[src/rtl/core/gcd_pkg.sv]
// Shared constants, fixed-point types and stage records for the great-circle distance unit.
`default_nettype none
package gcd_pkg;

  // Internal reals are Q40.
  localparam int FRAC = 40;
  // Unsigned magnitude width for trig values (below 4.0).
  localparam int UW = 42;
  // Signed width of the running sine sum.
  localparam int SW = 43;
  // Width of root and arcsine values (below 1.0).
  localparam int RW = 40;

  localparam logic [63:0] PI_Q60 = 64'h3243F6A8885A308D;
  localparam logic [63:0] PI_DEG_Q60 = PI_Q60 / 64'd180;
  localparam int PI_DEG_W = 55;
  localparam logic [RW:0] PI_HALF_Q40 = (RW + 1)'(PI_Q60 >> 21);
  localparam logic [RW:0] FIX_ONE = {1'b1, {RW{1'b0}}};
  localparam logic [RW:0] FIX_HALF = {2'b01, {(RW - 1){1'b0}}};

  localparam logic [15:0] RADIUS_RESET = 16'd6371;

  typedef logic [UW-1:0] umag_t;
  typedef logic signed [SW-1:0] sfix_t;
  typedef logic [RW-1:0] ufrac_t;

  // Record that travels along the sine series cells.
  typedef struct packed {
    logic  neg;
    sfix_t sum;
    umag_t x2;
  } trig_pay_t;

  // Record that travels along the square root cells.
  typedef struct packed {
    logic          flip;
    ufrac_t        rad;
    logic [RW+1:0] rem;
    ufrac_t        root;
  } sqrt_st_t;

  // Record that travels along the arcsine series cells.
  typedef struct packed {
    logic        flip;
    ufrac_t      s2;
    logic [RW:0] sum;
  } asin_pay_t;

endpackage
`default_nettype wire

[src/rtl/core/gcd_sqrt_cell.sv]
// One digit of the restoring square root: brings in two radicand bits and decides one root bit.
`default_nettype none
module gcd_sqrt_cell (
  input  logic              clk,
  input  logic              rst,
  input  logic              in_valid,
  input  gcd_pkg::sqrt_st_t st_in,
  output logic              out_valid,
  output gcd_pkg::sqrt_st_t st_out
);
  import gcd_pkg::*;

  logic [RW+3:0] rem_sh;
  logic [RW+3:0] trial;
  sqrt_st_t      st_next;

  // Trial subtract of 4*root+1 from the shifted remainder.
  always_comb begin
    rem_sh = {st_in.rem, st_in.rad[RW-1:RW-2]};
    trial = (RW + 4)'({st_in.root, 2'b01});
    st_next = st_in;
    st_next.rad = {st_in.rad[RW-3:0], 2'b00};
    if (rem_sh >= trial) begin
      st_next.rem = (RW + 2)'(rem_sh - trial);
      st_next.root = {st_in.root[RW-2:0], 1'b1};
    end else begin
      st_next.rem = (RW + 2)'(rem_sh);
      st_next.root = {st_in.root[RW-2:0], 1'b0};
    end
  end

  always_ff @(posedge clk) begin
    if (rst) begin
      out_valid <= 1'b0;
    end else begin
      out_valid <= in_valid;
    end
  end

  always_ff @(posedge clk) begin
    st_out <= st_next;
  end

endmodule
`default_nettype wire

[config.mk]
export PLATFORM = sky130hd
export DESIGN_NAME = gcd_sqrt_cell
export DESIGN_NICKNAME = d
export VERILOG_FILES = /design/src/rtl/core/gcd_pkg.sv /design/src/rtl/core/gcd_sqrt_cell.sv
export SDC_FILE = /design/constraint.sdc
export NUM_CORES = 1
export LEC_CHECK = 0
export BUFFER_PORTS_ARGS = -buffer_cell sky130_fd_sc_hd__buf_2
export CORE_MARGIN = 1
export CORE_UTILIZATION = 50
export DETAILED_ROUTE_END_ITERATION = 10
export PLACE_DENSITY_LB_ADDON = 0.08
export SYNTH_ARGS = -nofsm -noshare
export SYNTH_HDL_FRONTEND = slang
export SYNTH_SLANG_ARGS = --single-unit
export TNS_END_PERCENT = 30
[constraint.sdc]
create_clock -name clk -period 7.38 [get_ports clk]
set_input_delay 1.476 -clock clk [delete_from_list [all_inputs] [get_ports clk]]
set_output_delay 1.476 -clock clk [all_outputs]
set_load 0.01 [all_outputs]
==> metrics <==
critical path arrival=4380 ps; area grow syn2layout=34.4%; sequential power share=37.3%; Cell Rows=37; most common cell after layout, fill and taps aside=buf_2; # clock sinks=122; Slew Limit Fails=0; Worst-Margin Slew=835 ps; FMAX=0.252 GHz; Tmin final=3960 ps; Distinct cells, synth=58; fin crit share=53.7%; required time of the worst setup path=7790 ps; CTS tree=yes; vias in the first global route=4976; peak supply drop=0.167 mV; Die Wd=107 µm; first-pass GRT wire length=22800 µm; commonest non-fill, non-tap cells in the layout=buf_2 (247), dfxtp_1 (122), a21oi_1 (56); wire per inst=14.1 µm; Syn Std Cell Area=5490 µm²; outcome=completed; die area=11400 µm²; Async SR Flop Fraction=0%; multiplexer share of the synthesized area=0.205%; Post-DP HPWL=10900 µm; Net Sw Frac=27.0%; main combinational cell family by area after synthesis=compound AO/OA/AOI/OAI gates; setup_tns=0 ps; ratio of cells with drive above 1 in the final layout=33.9%; Int Pwr=1.48 mW; diode count=0; switching power=0.546 mW; routed vias/inst=5.14; CTS max path bufs=2; Post-route DRC=0; TritonCTS buffer count=17; Die Ht=107 µm; final hold vios=0; compound-cell area share of the yosys netlist=20.4%; post-route ant nets=0; Hold Buf Count CTS=0; Final Power=2.02 mW; DR top layer=met4; M1 wire length=6040 µm; relative slew slack=44.3%; Critical Path Start Type=primary input; post-CTS sizing=0; number of enable flip-flop cells after synthesis=0; vias post-DR=5141; Clk pin slew, worst setup/hold paths=60 ps; Layout Nets=1020; initial core utilization=52.5%; Post-synth top flop=dfxtp_1; Syn Area/Cell=8.99 µm²; I/O pins=250; Worst Hold Class=in -> reg; GPL Wtd Cong=0.857; critical path class=in -> reg; final wirelength=14100 µm; Yosys warnings=0; setup bufs post-CTS=0; Iter 0 DRT Violations=182; sequential share of the synthesized area=44.5%; Setup violations, final=0; met2 routed WL=6960 µm; Synth Register Bits=122; RSZ-0062 raised after global routing=false; Syn Inst Count=611; initial antenna violation count=0; post-synthesis xor/xnor area fraction=5.26%; post-synthesis adder-cell area fraction=9.57%; Leak Pwr=3.71 nW; Comb pwr share=21.2%; Core Box Area=10500 µm²; grt total ovfl=0; Critical Path Sink Type=register; clock root cell=clkbuf_8; first drt pass iteration count=4; max_cap viols=0; CP max FO=51; hold depth=1; met3 wire len=891 µm; H-Tree Depth=4; pwr/cell area=274 nW/µm²; worst hold path endpoint=st_out[107]; hold path startpoint=st_in[105]; Clk pwr share=41.6%; PortBufs=247; Synth Area in Simple Gates=13.7%; largest net degree at the start of global routing=52; gr usage total=25.1%
## power groups by stage
stage | Sequential [mW] | Clock, mW | Combinational, mW
final | 0.754 | 0.841 | 0.428
after global placement | 0.766 | 0 | 0.419
after detailed placement | 0.767 | 0 | 0.426
after floorplan | 0.812 | 0 | 0.223
after CTS | 0.755 | 0.855 | 0.429
after global routing | 0.761 | 0.890 | 0.474
## sequential cells by signal (all words and copies together) (netlist names)
signal     count
out_valid      1
st_out       121
## metal layers
layer | GRT usage (%) | vias up
li1 | - | 2602
met1 | 29.8 | 2336
met2 | 43.5 | 182
met3 | 6.50 | 21
met4 | 9.30 | 0
met5 | 0 | -
## worst max path at each step
stage / cells past startpoint / start / end
final: 12 / st_in[0] / st_out[60]
after global routing: 12 / st_in[2] / st_out[71]
after CTS: 12 / st_in[0] / st_out[60]
after detailed placement: 12 / st_in[0] / st_out[60]
after global placement: 12 / st_in[0] / st_out[60]
after floorplan: 14 / st_in[32] / st_out[75]
## area by class of cell
class	instances	area, µm²
fill	862	3080
multi-input combinational	407	2710
sequential	122	2440
timing repair buffer	248	1240
clock buffer	20	435
inverter	56	210
clock inverter	12	170
tap	136	170
## worst max-delay path, stage by stage
cell and delay (ps):
buf_2 90, inv_1 40, ha_1 350, nor2b_1 220, o31ai_2 110, a21oi_4 200
a31oi_4 150, o21ai_4 200, a31oi_2 160, o31a_1 350, inv_2 620, mux2_2 410
## synth_stat cells (all sizes together), types with 10 or more instances
cell type | n | area (µm²)
inv | 56 | 210
a21oi | 57 | 297
ha | 42 | 526
nand3 | 11 | 55.1
dfxtp | 122 | 2440
o21ai | 47 | 246
nor2 | 41 | 154
a21o | 20 | 150
buf | 12 | 77.6
xor2 | 13 | 114
nand4 | 14 | 87.6
nor3 | 10 | 55.1
nand2 | 42 | 158
xnor2 | 20 | 175
clkbuf | 15 | 56.3
## logic make-up after synthesis
kind of cell,Yosys count
adders and majority gates,42
AOI/OAI and AO/OA,175
and+or+nand+nor,154
xor gates and xnor gates,33
muxes,1
DFF,122
buffers and inverters,83
other,1
## per-stage QoR
| stage | area, µm² | cells | hold slack [ps] | worst slack [ps] | utilization, % |
|---|---|---|---|---|---|
| 2_1_floorplan | 5490 | 612 | 1500 | 3510 | - |
| 3_5_place_dp | 6770 | 969 | 1580 | 2880 | 64.7 |
| 5_1_grt | 7380 | 1001 | 1030 | 3200 | 70.5 |
| 6_report | 7380 | 1001 | 1050 | 3420 | 70.5 |
| 4_1_cts | 7380 | 1001 | 1030 | 3440 | 70.5 |
| 3_3_place_gp | 6770 | 969 | 1580 | 3000 | 64.7 |
No activity file was read; power rests on OpenSTA's default activity.
