===== config.mk =====
export PLATFORM = sky130hd
export DESIGN_NAME = gcd_mul
export DESIGN_NICKNAME = d
export VERILOG_FILES = /design/src/rtl/core/gcd_mul.sv
export SDC_FILE = /design/constraint.sdc
export NUM_CORES = 2
export LEC_CHECK = 0
export ABC_AREA = 1
export BUFFER_PORTS_ARGS = -buffer_cell sky130_fd_sc_hd__buf_2
export CAP_MARGIN = 20
export CELL_PAD_IN_SITES_DETAIL_PLACEMENT = 0
export CELL_PAD_IN_SITES_GLOBAL_PLACEMENT = 1
export CORE_AREA = 2 2 442 444
export DETAILED_ROUTE_END_ITERATION = 7
export DIE_AREA = 0 0 444 446
export PLACE_DENSITY_LB_ADDON = 0.1
export SKIP_CTS_REPAIR_TIMING = 1
export SLEW_MARGIN = 20
export SYNTH_ARGS = -nofsm -noshare
export SYNTH_HDL_FRONTEND = slang
export SYNTH_SLANG_ARGS = --single-unit

===== constraint.sdc =====
create_clock -name clk -period 14.1 [get_ports clk]
set_clock_uncertainty 0.05 [all_clocks]
set_input_delay 2.82 -clock clk [delete_from_list [all_inputs] [get_ports clk]]
set_output_delay 2.82 -clock clk [all_outputs]
set_load 0.05 [all_outputs]

===== src/rtl/core/gcd_mul.sv =====
// Two-stage unsigned multiplier with a fixed right shift and a side record carried alongside.
`default_nettype none
module gcd_mul #(
  parameter int AW = 42,
  parameter int BW = 42,
  parameter int SHIFT = 40,
  parameter int OW = 42,
  parameter int PW = 1
) (
  input  logic          clk,
  input  logic          rst,
  input  logic          in_valid,
  input  logic [AW-1:0] a,
  input  logic [BW-1:0] b,
  input  logic [PW-1:0] in_pay,
  output logic          out_valid,
  output logic [OW-1:0] prod,
  output logic [PW-1:0] out_pay
);
  localparam int AX = (AW > 32) ? AW : 33;
  localparam int BX = (BW > 32) ? BW : 33;
  localparam int AH = AX - 32;
  localparam int BH = BX - 32;
  localparam int FW = AX + BX;

  logic [AX-1:0]      ax;
  logic [BX-1:0]      bx;
  logic [63:0]        p_ll;
  logic [BH+31:0]     p_lh;
  logic [AH+31:0]     p_hl;
  logic [AH+BH-1:0]   p_hh;
  logic               v1;
  logic [PW-1:0]      pay1;
  logic [FW-1:0]      full;

  assign ax = AX'(a);
  assign bx = BX'(b);

  // Valid pipeline.
  always_ff @(posedge clk) begin
    if (rst) begin
      v1 <= 1'b0;
      out_valid <= 1'b0;
    end else begin
      v1 <= in_valid;
      out_valid <= v1;
    end
  end

  // First stage forms the four partial products.
  always_ff @(posedge clk) begin
    p_ll <= ax[31:0] * bx[31:0];
    p_lh <= ax[31:0] * bx[BX-1:32];
    p_hl <= ax[AX-1:32] * bx[31:0];
    p_hh <= ax[AX-1:32] * bx[BX-1:32];
    pay1 <= in_pay;
  end

  // Second stage sums the partial products and drops the fraction bits.
  assign full = FW'(p_ll) + (FW'(p_lh) << 32) + (FW'(p_hl) << 32) + (FW'(p_hh) << 64);

  always_ff @(posedge clk) begin
    prod <= OW'(full >> SHIFT);
    out_pay <= pay1;
  end

endmodule
`default_nettype wire


==> impl_summary.md <==
Global route
The number of global-route vias before repair is 59000. Entering global routing, the biggest net connects 43 pins. The global route total overflow is 0. The total global-route track usage is 0.248. The number of antenna violations at the first check in global routing is 15.

The first global-routing pass estimated 371000 um of wire.

Final layout
The fraction of final layout cells with drive strength greater than 1 is 0.0347. The final net count is 10900. From synthesis to final layout, the design area changed by 5.23%.

The leading cell type in the layout, fill and taps excluded is sky130_fd_sc_hd__inv_1. The library cells used most frequently in the layout, excluding fill and tap cells, are 2610 x sky130_fd_sc_hd__inv_1, 2528 x sky130_fd_sc_hd__nand2_1, 1473 x sky130_fd_sc_hd__fa_1, 502 x sky130_fd_sc_hd__ha_1, 401 x sky130_fd_sc_hd__nor2_1.

Critical path
The critical path contains buffers and inverters numbering 8 combined. The critical path in this run is classified as primary input to flop. In this run the critical register-to-register path is launched from p_ll[52]. The cell type of the slowest stage on the worst timing path is sky130_fd_sc_hd__buf_4. Data on the critical path arrives at its endpoint at 10.22 ns.

The worst setup path is captured at a flop. Data on the critical path is required at its endpoint by 14.41 ns. The worst register-to-register path has a depth of 9. In this run the worst setup path begins at a[20]. In this run the worst path has a maximum fanout of 30. For flop-to-flop paths, the worst setup slack is 11.00 ns. The number of cells on the critical path is 25.

The endpoint of the worst setup timing path is p_ll[40]. In this design, the critical path's most frequently occurring cell is sky130_fd_sc_hd__fa_1. The delay of the slowest cell on the worst path is 0.63 ns. The worst setup path is launched from a primary input. The cell family with the largest share of critical-path delay is adder cells. The endpoint of the worst register-to-register path is prod[22].

Synthesis
The synthesized design spends more area on one cell type than any other, namely sky130_fd_sc_hd__fa_1. The sequential fraction of the synthesis area is 0.0536. The count of flip-flops with a built-in enable after synthesis is 0. Counting every net in the synthesized netlist gives 11100. The flip-flop cell with the highest count after synthesis is sky130_fd_sc_hd__dfxtp_1.

The number of instances in the synthesized netlist is 9028. By area the synthesized netlist is led by sky130_fd_sc_hd__fa_1 44%, sky130_fd_sc_hd__inv_1 15%, sky130_fd_sc_hd__nand2_1 14%. The fraction of the mapped netlist area in simple logic gates is 0.185.

Measured against the total synthesized area, the mux share comes to 0. The share of async-settable or async-resettable flops after synthesis is 0. The cell area after synthesis is 0.0672 mm2. A synthesized cell averages 7.45 um2. The synthesized-area fraction occupied by xor and xnor cells is 0.0154. The count of different cell masters after synthesis is 45. The synthesized flop and latch total is 180. The complex-gate fraction of the synthesized area is 0.0440.

The adder and majority gate portion of the synthesized area is 0.532. The dominant combinational cell family by area after synthesis is adder cells. The share of the synthesized area in the top cell type is 0.439.

The warning count from the yosys run is 0.

Floorplan
The initial cell density of the core is 0.347. The placement row count is 162. The I/O pin count is 132.

In this run the vertical extent of the chip is 446 um. The core area is 0.194 mm2. The width of the chip is 444 um. The full die area is 0.198 mm2.

STA
Once routing completed, OpenROAD measured the worst setup slack at 4.19 ns. The number of max-slew violations in the final report is 0. Setup violations remaining at the end of the flow were counted as 0.

The shortest period the worst path allows is 9.91 ns. The measured slew at the worst slew-check pin is 0.951 ns. Setup repair after global routing left no endpoint under its margin. The worst hold slack across all endpoints is 0.280 ns. Of the available clock period, the critical path in the final layout requires 0.703. The sum of negative setup slack is 0 ns.

The headroom to the max-slew limit is 0.366. The count of final hold-check violations is 0. The highest achievable clock rate is 101 MHz.

Placed design
The last weighted congestion value of the routability-driven placer is 0.923. The HPWL after detailed placement is 189000 um. The worst slack at placement is 3.69 ns. Buffers placed on the I/O ports in this run total 131.

CTS
After clock tree synthesis, the clock-pin slew on the worst setup and hold paths is 0.09 ns. For this design, the sink count on the clock tree is 180. The buffer levels on the longest clock path is 2. The TritonCTS clock tree is built.

CTS placed an instance of sky130_fd_sc_hd__clkbuf_16 at the clock tree root. The insertion delay of the later-clocked pin in the worst-skew pair is 0.51 ns. The number of levels the H-tree was split into is 4. Buffers inserted during clock tree synthesis total 17.

Route
The number of optimization iterations in the first detailed-route pass is 5. After detailed routing, the average wire length per cell comes to 21.0 um. The number of antenna-violating nets in the routed design is 0.

The number of vias after detailed routing is 54300. The detailed-route vias per instance is 4.76. In this run, the number of DRC markers left after iteration 0 of detailed routing was 3387. The total wirelength of the detailed-routed design is 239000 um.

The DRC violation count after routing is 0.

Worst hold path
The type of the most critical hold path is flop to flop. The number of cells on the worst hold path is 0.

Run status
The flow ran to the end, and the final reports show no timing, DRC or antenna violations.

Run
Max-cap violations in this run came to 0.
-- registers in the layout, indices dropped and copies added (netlist names) --
signal,cells
out_pay,1
out_valid,1
p_hh,18
p_hl,42
p_lh,42
p_ll,32
pay1,1
prod,42
v1,1
-- stage by stage --
stage	utilization	instances	area, um2
after global placement	0.362	11400	70100
after floorplan	-	9028	67200
after global routing	0.365	11400	70700
final	0.365	11400	70700
after detailed placement	0.362	11400	70100
after CTS	0.365	11400	70700
-- synthesized netlist by cell type, drive strengths merged, types with 2 or more instances --
library cell  instances
inv                2617
nand2              2537
fa                 1473
ha                  502
nor2                418
clkbuf              413
a21oi               279
dfxtp               180
o21ai               163
nand3               134
xor2                 87
nor3                 37
nand4                36
xnor2                31
o21bai               28
a21o                 19
o21a                 16
nor4                 12
a21boi               11
a31oi                10
buf                   8
and3                  4
o211ai                4
nand3b                2
-- area by class of cell --
class	count	area (um2)
Inverter	2617	9820
Clock buffer	17	425
Clock inverter	15	183
Timing Repair Buffer	219	1320
Fill cell	20600	123000
Tap cell	2542	3180
Sequential cell	180	3600
Multi-Input combinational cell	5810	52200
Antenna cell	2	5.00
-- worst register-to-register path, delay by kind of cell (launching register included) --
| family | cells | cell delay (ns) |
|---|---|---|
| flops | 1 | 0.61 |
| buf+inv | 1 | 0.05 |
| simple gates | 1 | 0.12 |
| fa+ha+maj | 2 | 0.87 |
| compound gates | 4 | 1.09 |
| xor+xnor | 1 | 0.19 |
-- cell families after synthesis --
group,Yosys count
xor+xnor,118
flops,180
buf+inv,3038
compound gates,535
simple gates,3182
fa+ha+maj,1975
-- layer usage --
metal  vias to the layer above  GRT usage  wire, um
met4                         4     0.0294      2560
met2                      1166      0.405    109000
met5                         -          0        18
met3                       143     0.0214     10600
li1                      25100          -         -
met1                     27800      0.366    117000
-- worst min-delay path by stage --
stage,slack [ns],start,endpoint
after global placement,0.26,pay1,out_pay
after detailed placement,0.27,pay1,out_pay
after global routing,0.28,pay1,out_pay
final,0.28,pay1,out_pay
after floorplan,0.26,pay1,out_pay
after CTS,0.28,pay1,out_pay
Power is left out: the tool's default activity adds up to more than one toggle a clock period on the data nets, which glitch-free logic cannot reach.
